<file path="config.mk">
export PLATFORM = sky130hd
export DESIGN_NAME = nearest_scale_address_generator_core
export DESIGN_NICKNAME = d
export VERILOG_FILES = /design/src/rtl/nsag_pkg.sv /design/src/rtl/nsag_div.sv /design/src/rtl/nsag_ctrl.sv /design/src/rtl/nsag_dpath.sv /design/src/rtl/nearest_scale_address_generator_core.sv
export SDC_FILE = /design/constraint.sdc
export NUM_CORES = 2
export LEC_CHECK = 0
export BUFFER_PORTS_ARGS = -buffer_cell sky130_fd_sc_hd__buf_2
export CORE_ASPECT_RATIO = 0.8
export CORE_UTILIZATION = 40
export DETAILED_ROUTE_END_ITERATION = 8
export GPL_TIMING_DRIVEN = 0
export REMOVE_ABC_BUFFERS = 1
export SLEW_MARGIN = 20
export SYNTH_ARGS = -nofsm -noshare
export SYNTH_HDL_FRONTEND = slang
export SYNTH_SLANG_ARGS = --single-unit
export TNS_END_PERCENT = 100
</file>
<file path="constraint.sdc">
create_clock -name i_clk -period 7.2 [get_ports i_clk]
set_input_delay 0.36 -clock i_clk [delete_from_list [all_inputs] [get_ports i_clk]]
set_output_delay 0.36 -clock i_clk [all_outputs]
set_load 0.01 [all_outputs]
</file>
<file path="src/rtl/nsag_pkg.sv">
// Shared types and constants for the nearest-neighbor scale address generator.
`default_nettype none

package nsag_pkg;

    // Default parameter values
    localparam int DEF_MAX_DIMENSION = 4096;
    localparam int DEF_ADDRESS_BITS  = 32;

    // Field widths
    localparam int ADDR_W     = 32;                 // base and output address width
    localparam int DIM_W      = 13;                 // size, pitch and counter width
    localparam int PROD_W     = 2 * DIM_W;          // 13 x 13 product
    localparam int COORD_W    = 12;                 // out_column / out_row
    localparam int CFG_IDX_W  = 3;
    localparam int CFG_DATA_W = 32;
    localparam int IN_DATA_W  = 8;
    localparam int OUT_DATA_W = 96;                 // 89 payload bits padded to bytes
    localparam int OUT_PAD_W  = OUT_DATA_W - (1 + 2 * ADDR_W + 2 * COORD_W);

    // Divider iterations: quotient is below the source size, so DIM_W bits
    localparam int DIV_STEPS  = DIM_W;
    localparam int STEP_W     = $clog2(DIV_STEPS + 1);

    // Configuration register indexes
    localparam logic [CFG_IDX_W-1:0] CFG_SOURCE_BASE   = 3'd0;
    localparam logic [CFG_IDX_W-1:0] CFG_DEST_BASE     = 3'd1;
    localparam logic [CFG_IDX_W-1:0] CFG_SOURCE_WIDTH  = 3'd2;
    localparam logic [CFG_IDX_W-1:0] CFG_SOURCE_HEIGHT = 3'd3;
    localparam logic [CFG_IDX_W-1:0] CFG_SOURCE_PITCH  = 3'd4;
    localparam logic [CFG_IDX_W-1:0] CFG_DEST_WIDTH    = 3'd5;
    localparam logic [CFG_IDX_W-1:0] CFG_DEST_HEIGHT   = 3'd6;
    localparam logic [CFG_IDX_W-1:0] CFG_DEST_PITCH    = 3'd7;

    typedef enum logic [2:0] {
        ST_IDLE,
        ST_MUL,
        ST_DSTART,
        ST_DIV,
        ST_ADDR,
        ST_PUT
    } t_state;

    typedef struct packed {
        logic accept;     // take the input beat, latch coordinates, advance counters
        logic mul_en;     // register the scale and row-offset products
        logic div_start;  // load both dividers
        logic addr_en;    // form source and destination addresses
        logic out_load;   // move the result into the output register
    } t_cmd;

    typedef struct packed {
        logic item_ok;    // beat on the input would produce a valid pixel
        logic div_last;   // dividers finish on this cycle
        logic out_free;   // output register can take a result
    } t_status;

endpackage

`default_nettype wire

</file>
<file path="src/rtl/nsag_div.sv">
// Iterative restoring divider, one quotient bit per cycle.
`default_nettype none

module nsag_div (
    input  wire logic                          i_clk,
    input  wire logic                          i_rst_n,
    input  wire logic                          i_start,
    input  wire logic [nsag_pkg::PROD_W-1:0]   i_dividend,
    input  wire logic [nsag_pkg::DIM_W-1:0]    i_divisor,
    output logic                               o_busy,
    output logic                               o_last,
    output logic [nsag_pkg::DIM_W-1:0]         o_quotient
);

    logic [nsag_pkg::DIM_W-1:0]  r_rem;
    logic [nsag_pkg::DIM_W-1:0]  r_quo;
    logic [nsag_pkg::DIM_W-1:0]  r_dvs;
    logic [nsag_pkg::STEP_W-1:0] r_cnt;
    logic                        r_busy;

    logic [nsag_pkg::DIM_W:0]    w_trial;
    logic                        w_ge;
    logic [nsag_pkg::DIM_W-1:0]  n_rem;

    // Remainder stays below the divisor, so the trial fits one extra bit
    always_comb begin
        w_trial = {r_rem, r_quo[nsag_pkg::DIM_W-1]};
        w_ge    = (w_trial >= {1'b0, r_dvs});
        if (w_ge) begin
            n_rem = nsag_pkg::DIM_W'(w_trial - {1'b0, r_dvs});
        end else begin
            n_rem = w_trial[nsag_pkg::DIM_W-1:0];
        end
    end

    always_ff @(posedge i_clk) begin
        if (!i_rst_n) begin
            r_busy <= 1'b0;
            r_cnt  <= '0;
        end else if (i_start) begin
            r_busy <= 1'b1;
            r_cnt  <= nsag_pkg::STEP_W'(nsag_pkg::DIV_STEPS);
        end else if (r_busy) begin
            r_cnt  <= r_cnt - nsag_pkg::STEP_W'(1);
            r_busy <= (r_cnt != nsag_pkg::STEP_W'(1));
        end
    end

    // Quotient below 2^DIM_W means the upper dividend half is already below the divisor
    always_ff @(posedge i_clk) begin
        if (i_start) begin
            r_rem <= i_dividend[nsag_pkg::PROD_W-1:nsag_pkg::DIM_W];
            r_quo <= i_dividend[nsag_pkg::DIM_W-1:0];
            r_dvs <= i_divisor;
        end else if (r_busy) begin
            r_rem <= n_rem;
            r_quo <= {r_quo[nsag_pkg::DIM_W-2:0], w_ge};
        end
    end

    assign o_busy     = r_busy;
    assign o_last     = r_busy && (r_cnt == nsag_pkg::STEP_W'(1));
    assign o_quotient = r_quo;

endmodule

`default_nettype wire

</file>
<file path="src/rtl/nsag_ctrl.sv">
// Sequencing state machine for the scale address generator.
`default_nettype none

module nsag_ctrl (
    input  wire logic              i_clk,
    input  wire logic              i_rst_n,
    input  wire logic              i_in_valid,
    output logic                   o_in_ready,
    input  wire nsag_pkg::t_status i_status,
    output nsag_pkg::t_cmd         o_cmd
);

    nsag_pkg::t_state r_state;
    nsag_pkg::t_state n_state;

    always_ff @(posedge i_clk) begin
        if (!i_rst_n) begin
            r_state <= nsag_pkg::ST_IDLE;
        end else begin
            r_state <= n_state;
        end
    end

    always_comb begin
        n_state = r_state;
        unique case (r_state)
            nsag_pkg::ST_IDLE: begin
                if (i_in_valid) begin
                    n_state = i_status.item_ok ? nsag_pkg::ST_MUL : nsag_pkg::ST_PUT;
                end
            end
            nsag_pkg::ST_MUL:    n_state = nsag_pkg::ST_DSTART;
            nsag_pkg::ST_DSTART: n_state = nsag_pkg::ST_DIV;
            nsag_pkg::ST_DIV: begin
                if (i_status.div_last) begin
                    n_state = nsag_pkg::ST_ADDR;
                end
            end
            nsag_pkg::ST_ADDR:   n_state = nsag_pkg::ST_PUT;
            nsag_pkg::ST_PUT: begin
                if (i_status.out_free) begin
                    n_state = nsag_pkg::ST_IDLE;
                end
            end
            default:             n_state = nsag_pkg::ST_IDLE;
        endcase
    end

    always_comb begin
        o_cmd      = '0;
        o_in_ready = 1'b0;
        unique case (r_state)
            nsag_pkg::ST_IDLE: begin
                o_in_ready   = 1'b1;
                o_cmd.accept = i_in_valid;
            end
            nsag_pkg::ST_MUL:    o_cmd.mul_en    = 1'b1;
            nsag_pkg::ST_DSTART: o_cmd.div_start = 1'b1;
            nsag_pkg::ST_DIV:    o_cmd           = '0;
            nsag_pkg::ST_ADDR:   o_cmd.addr_en   = 1'b1;
            nsag_pkg::ST_PUT:    o_cmd.out_load  = i_status.out_free;
            default:             o_cmd           = '0;
        endcase
    end

endmodule

`default_nettype wire

</file>
<file path="src/rtl/nsag_dpath.sv">
// Datapath: configuration, raster counters, scale products, dividers and output register.
`default_nettype none

module nsag_dpath #(
    parameter int MAX_DIMENSION = nsag_pkg::DEF_MAX_DIMENSION,
    parameter int ADDRESS_BITS  = nsag_pkg::DEF_ADDRESS_BITS
) (
    input  wire logic                                i_clk,
    input  wire logic                                i_rst_n,
    input  wire logic                                i_cfg_we,
    input  wire logic [nsag_pkg::CFG_IDX_W-1:0]      i_cfg_index,
    input  wire logic [nsag_pkg::CFG_DATA_W-1:0]     i_cfg_data,
    input  wire logic                                i_restart,
    input  wire nsag_pkg::t_cmd                      i_cmd,
    output nsag_pkg::t_status                        o_status,
    input  wire logic                                i_out_ready,
    output logic                                     o_out_valid,
    output logic [nsag_pkg::OUT_DATA_W-1:0]          o_out_data,
    output logic                                     o_out_last
);

    localparam logic [31:0] MaxDim   = 32'(MAX_DIMENSION);
    localparam logic [nsag_pkg::ADDR_W-1:0] AddrMask = (ADDRESS_BITS >= nsag_pkg::ADDR_W) ?
        '1 : nsag_pkg::ADDR_W'((64'd1 << ADDRESS_BITS) - 64'd1);

    // Configuration
    logic [nsag_pkg::ADDR_W-1:0] r_sbase, r_dbase;
    logic [nsag_pkg::DIM_W-1:0]  r_sw, r_sh, r_sp, r_dw, r_dh, r_dp;

    // Raster state
    logic [nsag_pkg::DIM_W-1:0]  r_col, r_row;
    logic                        r_active;

    // Item in flight
    logic [nsag_pkg::DIM_W-1:0]  r_x, r_y;
    logic                        r_ok, r_last;
    logic [nsag_pkg::PROD_W-1:0] r_prod_x, r_prod_y, r_dst_off;
    logic [nsag_pkg::ADDR_W-1:0] r_src, r_dst;

    // Output register
    logic                        r_out_valid;
    logic                        r_o_ok, r_o_last;
    logic [nsag_pkg::ADDR_W-1:0] r_o_src, r_o_dst;
    logic [nsag_pkg::COORD_W-1:0] r_o_col, r_o_row;

    logic [nsag_pkg::DIM_W-1:0]  w_x, w_y, w_qx, w_qy;
    logic                        w_act, w_cfg_ok, w_in_range, w_ok, w_x_end, w_y_end, w_last;
    logic                        w_busy_x, w_busy_y, w_last_x, w_last_y;

    function automatic logic dim_ok(input logic [nsag_pkg::DIM_W-1:0] d);
        return (d != '0) && (32'(d) <= MaxDim);
    endfunction

    always_ff @(posedge i_clk) begin
        if (!i_rst_n) begin
            r_sbase <= '0;
            r_dbase <= '0;
            r_sw    <= '0;
            r_sh    <= '0;
            r_sp    <= '0;
            r_dw    <= '0;
            r_dh    <= '0;
            r_dp    <= '0;
        end else if (i_cfg_we) begin
            unique case (i_cfg_index)
                nsag_pkg::CFG_SOURCE_BASE:   r_sbase <= i_cfg_data;
                nsag_pkg::CFG_DEST_BASE:     r_dbase <= i_cfg_data;
                nsag_pkg::CFG_SOURCE_WIDTH:  r_sw    <= i_cfg_data[nsag_pkg::DIM_W-1:0];
                nsag_pkg::CFG_SOURCE_HEIGHT: r_sh    <= i_cfg_data[nsag_pkg::DIM_W-1:0];
                nsag_pkg::CFG_SOURCE_PITCH:  r_sp    <= i_cfg_data[nsag_pkg::DIM_W-1:0];
                nsag_pkg::CFG_DEST_WIDTH:    r_dw    <= i_cfg_data[nsag_pkg::DIM_W-1:0];
                nsag_pkg::CFG_DEST_HEIGHT:   r_dh    <= i_cfg_data[nsag_pkg::DIM_W-1:0];
                nsag_pkg::CFG_DEST_PITCH:    r_dp    <= i_cfg_data[nsag_pkg::DIM_W-1:0];
                default:                     r_dp    <= r_dp;
            endcase
        end
    end

    // Classify the pixel the incoming beat would produce
    always_comb begin
        w_x        = i_restart ? '0 : r_col;
        w_y        = i_restart ? '0 : r_row;
        w_act      = i_restart || r_active;
        w_cfg_ok   = (r_sbase != '0) && (r_dbase != '0) && dim_ok(r_sw) && dim_ok(r_sh) &&
                     dim_ok(r_dw) && dim_ok(r_dh);
        w_in_range = (w_x < r_dw) && (w_y < r_dh);
        w_ok       = w_act && w_cfg_ok && w_in_range;
        w_x_end    = (nsag_pkg::DIM_W'(w_x + nsag_pkg::DIM_W'(1)) == r_dw);
        w_y_end    = (nsag_pkg::DIM_W'(w_y + nsag_pkg::DIM_W'(1)) == r_dh);
        w_last     = w_x_end && w_y_end;
    end

    always_ff @(posedge i_clk) begin
        if (!i_rst_n) begin
            r_col    <= '0;
            r_row    <= '0;
            r_active <= 1'b0;
        end else if (i_cmd.accept) begin
            r_active <= w_ok && !w_last;
            if (w_ok && !w_last) begin
                if (w_x_end) begin
                    r_col <= '0;
                    r_row <= nsag_pkg::DIM_W'(w_y + nsag_pkg::DIM_W'(1));
                end else begin
                    r_col <= nsag_pkg::DIM_W'(w_x + nsag_pkg::DIM_W'(1));
                    r_row <= w_y;
                end
            end else begin
                r_col <= w_x;
                r_row <= w_y;
            end
        end
    end

    always_ff @(posedge i_clk) begin
        if (i_cmd.accept) begin
            r_x    <= w_x;
            r_y    <= w_y;
            r_ok   <= w_ok;
            r_last <= w_last;
        end
        if (i_cmd.mul_en) begin
            r_prod_x  <= nsag_pkg::PROD_W'(r_x) * nsag_pkg::PROD_W'(r_sw);
            r_prod_y  <= nsag_pkg::PROD_W'(r_y) * nsag_pkg::PROD_W'(r_sh);
            r_dst_off <= nsag_pkg::PROD_W'(r_y) * nsag_pkg::PROD_W'(r_dp);
        end
        if (i_cmd.addr_en) begin
            r_src <= (r_sbase +
                      nsag_pkg::ADDR_W'(nsag_pkg::PROD_W'(w_qy) * nsag_pkg::PROD_W'(r_sp)) +
                      nsag_pkg::ADDR_W'(w_qx)) & AddrMask;
            r_dst <= (r_dbase + nsag_pkg::ADDR_W'(r_dst_off) + nsag_pkg::ADDR_W'(r_x)) &
                     AddrMask;
        end
    end

    nsag_div u_div_x (
        .i_clk      (i_clk),
        .i_rst_n    (i_rst_n),
        .i_start    (i_cmd.div_start),
        .i_dividend (r_prod_x),
        .i_divisor  (r_dw),
        .o_busy     (w_busy_x),
        .o_last     (w_last_x),
        .o_quotient (w_qx)
    );

    nsag_div u_div_y (
        .i_clk      (i_clk),
        .i_rst_n    (i_rst_n),
        .i_start    (i_cmd.div_start),
        .i_dividend (r_prod_y),
        .i_divisor  (r_dh),
        .o_busy     (w_busy_y),
        .o_last     (w_last_y),
        .o_quotient (w_qy)
    );

    // Output register: invalid results carry all-zero fields
    always_ff @(posedge i_clk) begin
        if (!i_rst_n) begin
            r_out_valid <= 1'b0;
        end else if (i_cmd.out_load) begin
            r_out_valid <= 1'b1;
        end else if (i_out_ready) begin
            r_out_valid <= 1'b0;
        end
    end

    always_ff @(posedge i_clk) begin
        if (i_cmd.out_load) begin
            r_o_ok   <= r_ok;
            r_o_last <= r_ok && r_last;
            r_o_src  <= r_ok ? r_src : '0;
            r_o_dst  <= r_ok ? r_dst : '0;
            r_o_col  <= r_ok ? r_x[nsag_pkg::COORD_W-1:0] : '0;
            r_o_row  <= r_ok ? r_y[nsag_pkg::COORD_W-1:0] : '0;
        end
    end

    assign o_status.item_ok  = w_ok;
    assign o_status.div_last = w_last_x && w_last_y && w_busy_x && w_busy_y;
    assign o_status.out_free = !r_out_valid || i_out_ready;

    assign o_out_valid = r_out_valid;
    assign o_out_last  = r_o_last;
    assign o_out_data  = {{nsag_pkg::OUT_PAD_W{1'b0}}, r_o_row, r_o_col, r_o_dst, r_o_src, r_o_ok};

endmodule

`default_nettype wire

</file>
<file path="src/rtl/nearest_scale_address_generator_core.sv">
// Top level of the nearest-neighbor scale address generator.
`default_nettype none

// Each input beat either restarts a frame (restart = 1) or steps it by one
// destination pixel in raster order, and produces exactly one output beat.
// A valid beat carries the destination word address, the source word address
// to copy from (source column floor(x*src_w/dst_w), row floor(y*src_h/dst_h)),
// the destination column and row, and tlast on the final pixel of the frame.
// A zero base, a zero or oversized dimension, a finished frame or counters
// outside a shrunken destination give a beat with every field zero.
// A valid pixel passes through multiply, divider start, the two 13-step
// restoring dividers that run side by side for the column and row scaling,
// address forming and hand-off; an invalid result goes straight to hand-off.
// Results wait in an output register; a held m_axis_tready stalls the hand-off
// and with it the next input beat. Write configuration only while idle.
module nearest_scale_address_generator_core #(
    parameter int MAX_DIMENSION = nsag_pkg::DEF_MAX_DIMENSION,
    parameter int ADDRESS_BITS  = nsag_pkg::DEF_ADDRESS_BITS
) (
    input  wire logic                              i_clk,
    input  wire logic                              i_rst_n,
    // Configuration write port
    input  wire logic                              i_cfg_we,
    input  wire logic [nsag_pkg::CFG_IDX_W-1:0]    i_cfg_index,
    input  wire logic [nsag_pkg::CFG_DATA_W-1:0]   i_cfg_data,
    // Input stream
    input  wire logic                              s_axis_tvalid,
    output logic                                   s_axis_tready,
    input  wire logic [nsag_pkg::IN_DATA_W-1:0]    s_axis_tdata,  // [0] restart
    // Output stream
    output logic                                   m_axis_tvalid,
    input  wire logic                              m_axis_tready,
    // [0] valid_res, [32:1] src_address, [64:33] dst_address,
    // [76:65] out_column, [88:77] out_row, upper bits zero
    output logic [nsag_pkg::OUT_DATA_W-1:0]        m_axis_tdata,
    output logic                                   m_axis_tlast   // frame_last
);

    nsag_pkg::t_cmd    w_cmd;
    nsag_pkg::t_status w_status;

    // Sequence one beat at a time through multiply, divide and address steps
    nsag_ctrl u_ctrl (
        .i_clk      (i_clk),
        .i_rst_n    (i_rst_n),
        .i_in_valid (s_axis_tvalid),
        .o_in_ready (s_axis_tready),
        .i_status   (w_status),
        .o_cmd      (w_cmd)
    );

    // Hold config, counters and the output register
    nsag_dpath #(
        .MAX_DIMENSION (MAX_DIMENSION),
        .ADDRESS_BITS  (ADDRESS_BITS)
    ) u_dpath (
        .i_clk       (i_clk),
        .i_rst_n     (i_rst_n),
        .i_cfg_we    (i_cfg_we),
        .i_cfg_index (i_cfg_index),
        .i_cfg_data  (i_cfg_data),
        .i_restart   (s_axis_tdata[0]),
        .i_cmd       (w_cmd),
        .o_status    (w_status),
        .i_out_ready (m_axis_tready),
        .o_out_valid (m_axis_tvalid),
        .o_out_data  (m_axis_tdata),
        .o_out_last  (m_axis_tlast)
    );

    // One beat in flight: never ready right after taking a beat
    a_one_in_flight: assert property (@(posedge i_clk) disable iff (!i_rst_n)
        (s_axis_tvalid && s_axis_tready) |=> !s_axis_tready)
        else $error("input taken while a beat is still in flight");

    // Frame end only on a valid pixel
    a_last_is_valid: assert property (@(posedge i_clk) disable iff (!i_rst_n)
        (m_axis_tvalid && m_axis_tlast) |-> m_axis_tdata[0])
        else $error("frame_last on an invalid result");

    // Invalid results carry all-zero fields
    a_invalid_zero: assert property (@(posedge i_clk) disable iff (!i_rst_n)
        (m_axis_tvalid && !m_axis_tdata[0]) |-> (m_axis_tdata[88:1] == '0))
        else $error("invalid result with nonzero fields");

    // Output valid rises only from a load by the controller
    a_load_source: assert property (@(posedge i_clk) disable iff (!i_rst_n)
        $rose(m_axis_tvalid) |-> $past(w_cmd.out_load))
        else $error("output valid without a load");

endmodule

`default_nettype wire

</file>
==> flow_summary.toml <==
[min_path]
hold_depth = 3
min_from = "i_cfg_data[15]"
hold_path.class = "in -> reg"
min_to = "u_dpath.r_sbase[15]"

[timing]
hold_viol_final = 0
setup_tns_ns = 0
worst_pin_slew_ns = 1.17
drv_slew = 0
skew_ns = 0.0411
setup_viol = 0
hold_slack_ns = 0.0556
relSlewSlack_pct = 20.9
fmax_mhz = 146
rsz0062_at_grt = "no"
period_needed_ns = 6.87
finalCritPeriodShare_pct = 95.4

[setup_path]
crit_path_end_kind = "flip-flop"
critPathLaunchType = "flip-flop"
reg2reg_depth = 19
crit_arrival_ns = 7.28
reg2reg_to = "u_dpath.r_src[30]"
r2r_slack_ns = 0.33
r2r_start = "u_dpath.u_div_y.o_quotient[10]"
worstPathRequired_ns = 7.61
critPathKind = "reg -> reg"
cp_max_fo = 14

[floorplanning]
dieHeight_um = 309
die_w_um = 386
core_mm2 = 0.117
fp.dieArea_mm2 = 0.119
ios = 147
start_util_pct = 40.4
fp-row-count = 112

[route]
drt-pass1-iter-count = 5
viasPerCell = 5.16
first_iter_violations = 2165
wl_per_cell_um = 18.3
drc = 0
detail-route-antenna-nets = 0
wl_um = 119000
num_vias = 33700

[power_and_ir_drop]
p_sw_mw = 3.78
power_density_mw_per_mm2 = 207
power_mw = 10.7
p_clk_share_pct = 28.8
swShare_pct = 35.2
pwr-share-seq_pct = 41.7
ir_drop_uv = 192
share_comb_of_total_power_pct = 29.5
leakage_nw = 23.4
intPower_mw = 6.96

[global_route]
grt_overflow_total = 0
grt_max_degree = 114
grt_pass1_wl_um = 190000
antenna_found_initial = 19
grt_pass1_vias = 33400
grt_use_total_pct = 20.3

[clocking]
cts_tree = "done"
htreeDepth = 2
clock_latency_ns = 0.67
cts_root_buffer = "clkbuf_16"
cts_buffers = 58
path_clk_slew_ns = 0.06
cts_buffer_depth = 3
cts_sinks = 521
cts_setup_buffers = 0

[status]
outcome = "complete, no violations"

[synth]
synth.area.mux_share_pct = 0.700
syn_inst = 4912
syn_area_mm2 = 0.0472
yosys.area_share.xor_xnor_pct = 3.18
async_flop_share_pct = 0
netlist-cell-type-count = 88
synth_flop_cell = "edfxtp_1"
yosys.area_share.simple_pct = 17.4
ys_warn_count = 0
synth_seq_cells = 521
synthAdderAreaFrac_pct = 33.3
ys_seq_area_share_pct = 29.3
synth_top_family_by_area = "adder cells"
synth_compound_area_share_pct = 8.32
syn_area_per_cell_um2 = 9.61
synth-edff-count = 338

[placement]
io_buffer_count = 132
dpl-instance-area_mm2 = 0.0496
dpl.hpwl_um = 91200
dp_cells = 6402
globalplace.congestion = 0.878

[final_layout]
area_growth_pct = 9.77
final_nets = 5925
fin_area_mm2 = 0.0518
drive_above_1_share_pct = 6.55
stdcell_count = 6538

[run]
cap_violations = 0
## how the worst max path moves through the flow
stage                                   startpoint                    end  cells past startpoint
global route         u_dpath.u_div_y.o_quotient[9]      u_dpath.r_src[30]                     19
floorplan                        u_ctrl.r_state[0]   u_dpath.r_dst_off[0]                      1
CTS                  u_dpath.u_div_y.o_quotient[9]      u_dpath.r_src[25]                     18
finish              u_dpath.u_div_y.o_quotient[10]      u_dpath.r_src[30]                     19
global placement                 u_ctrl.r_state[0]  u_dpath.r_dst_off[24]                      1
detailed placement   u_dpath.u_div_y.o_quotient[9]      u_dpath.r_src[25]                     18
## routing by layer
| layer | track usage (%) | share of wire, % | vias up |
|---|---|---|---|
| met4 | 4.54 | 2.0 | 10 |
| met1 | 29.9 | 47 | 16800 |
| li1 | - | - | 15900 |
| met5 | 0 | 0.055 | - |
| met3 | 2.96 | 6.9 | 129 |
| met2 | 31.3 | 44 | 859 |
## area by class of cell
type | instances | area [um^2]
inverter | 727 | 2730
antenna | 7 | 17.5
timing repair buffer | 197 | 1610
sequential | 521 | 13800
multi-input combinational | 3437 | 29800
fill | 11300 | 65100
tap | 1539 | 1930
clock inverter | 40 | 422
clock buffer | 70 | 1540
## registers in the layout, indices dropped and copies added, names as in the netlist, 26 cells and up
signal / cells
u_dpath.r_dbase: 32
u_dpath.r_dst: 32
u_dpath.r_o_dst: 32
u_dpath.r_o_src: 32
u_dpath.r_sbase: 32
u_dpath.r_src: 32
u_dpath.r_dst_off: 26
u_dpath.r_prod_x: 26
u_dpath.r_prod_y: 26
## through the flow
step | utilization (%) | setup slack [ns]
after floorplan | - | 0.397
final | 44.3 | 0.331
after global placement | 41.8 | -4.04
after detailed placement | 42.5 | 0.345
after global routing | 44.3 | 0.00930
after CTS | 44.3 | 0.330
## placed cells by master, fill, tap and decap left out, types with 22 or more instances in the layout
cell type	instances
a21o_1	39
o21a_1	27
edfxtp_1	338
mux2i_1	27
and3_1	23
inv_1	725
fa_1	536
dfxtp_1	183
a21boi_0	159
nand3_1	66
ha_1	399
nor2b_1	44
xor2_1	41
o21ai_0	76
a21oi_1	125
a211oi_1	22
nor2_1	162
and2_1	370
clkbuf_16	58
nand2_1	841
xnor2_1	125
nor3_1	48
buf_2	130
nand4_1	31
nor4_1	33
## repair_timing
item,in CTS,in global routing
endpoints found under the hold margin,34,0
resized for setup,0,1
setup endpoints to repair,0,1
hold buffers,18,0
## synth_stat cells (all sizes together), types with 39 or more instances
cell type  number  area (um^2)
inv           727         2730
o21ai          84          420
xor2           41          359
nand3          67          340
a21o           39          293
nand2         844         3170
nor2          163          612
nor2b          46          295
a21oi         126          631
and2          371         2320
edfxtp        338        10100
nor3           54          292
xnor2         125         1090
dfxtp         183         3660
ha            399         4990
clkbuf        196          737
a21boi        165         1240
fa            536        10700
## critical path: stages (launching register included)
cell and delay [ns]:
edfxtp_1 0.67, and2_1 0.30, fa_1 0.53, inv_1 0.05, fa_1 0.48, inv_1 0.05, fa_1 0.51, fa_1 0.57
fa_1 0.42, fa_1 0.44, ha_1 0.35, a211oi_1 0.24, nor2_1 0.11, or4_1 0.43, a221oi_1 0.37, a31o_2 0.27
o31a_1 0.26, a211oi_1 0.13, o31ai_1 0.32, xnor2_1 0.10
## kinds of logic after synthesis
kind of cell,Yosys count
compound gates,583
fa+ha+maj,935
xor+xnor,168
mux,32
flops,521
simple gates,1712
buf+inv,960
other cells,1
## power by group through the flow
stage | combinational (mW) | clock, mW | sequential [mW]
global route | 3.56 | 3.26 | 4.53
CTS | 3.19 | 3.15 | 4.48
finish | 3.17 | 3.09 | 4.48
detailed placement | 3.16 | 0 | 4.54
global placement | 2.79 | 0 | 4.73
floorplan | 2.05 | 0 | 4.36
Power figures use the tool's default switching activity.
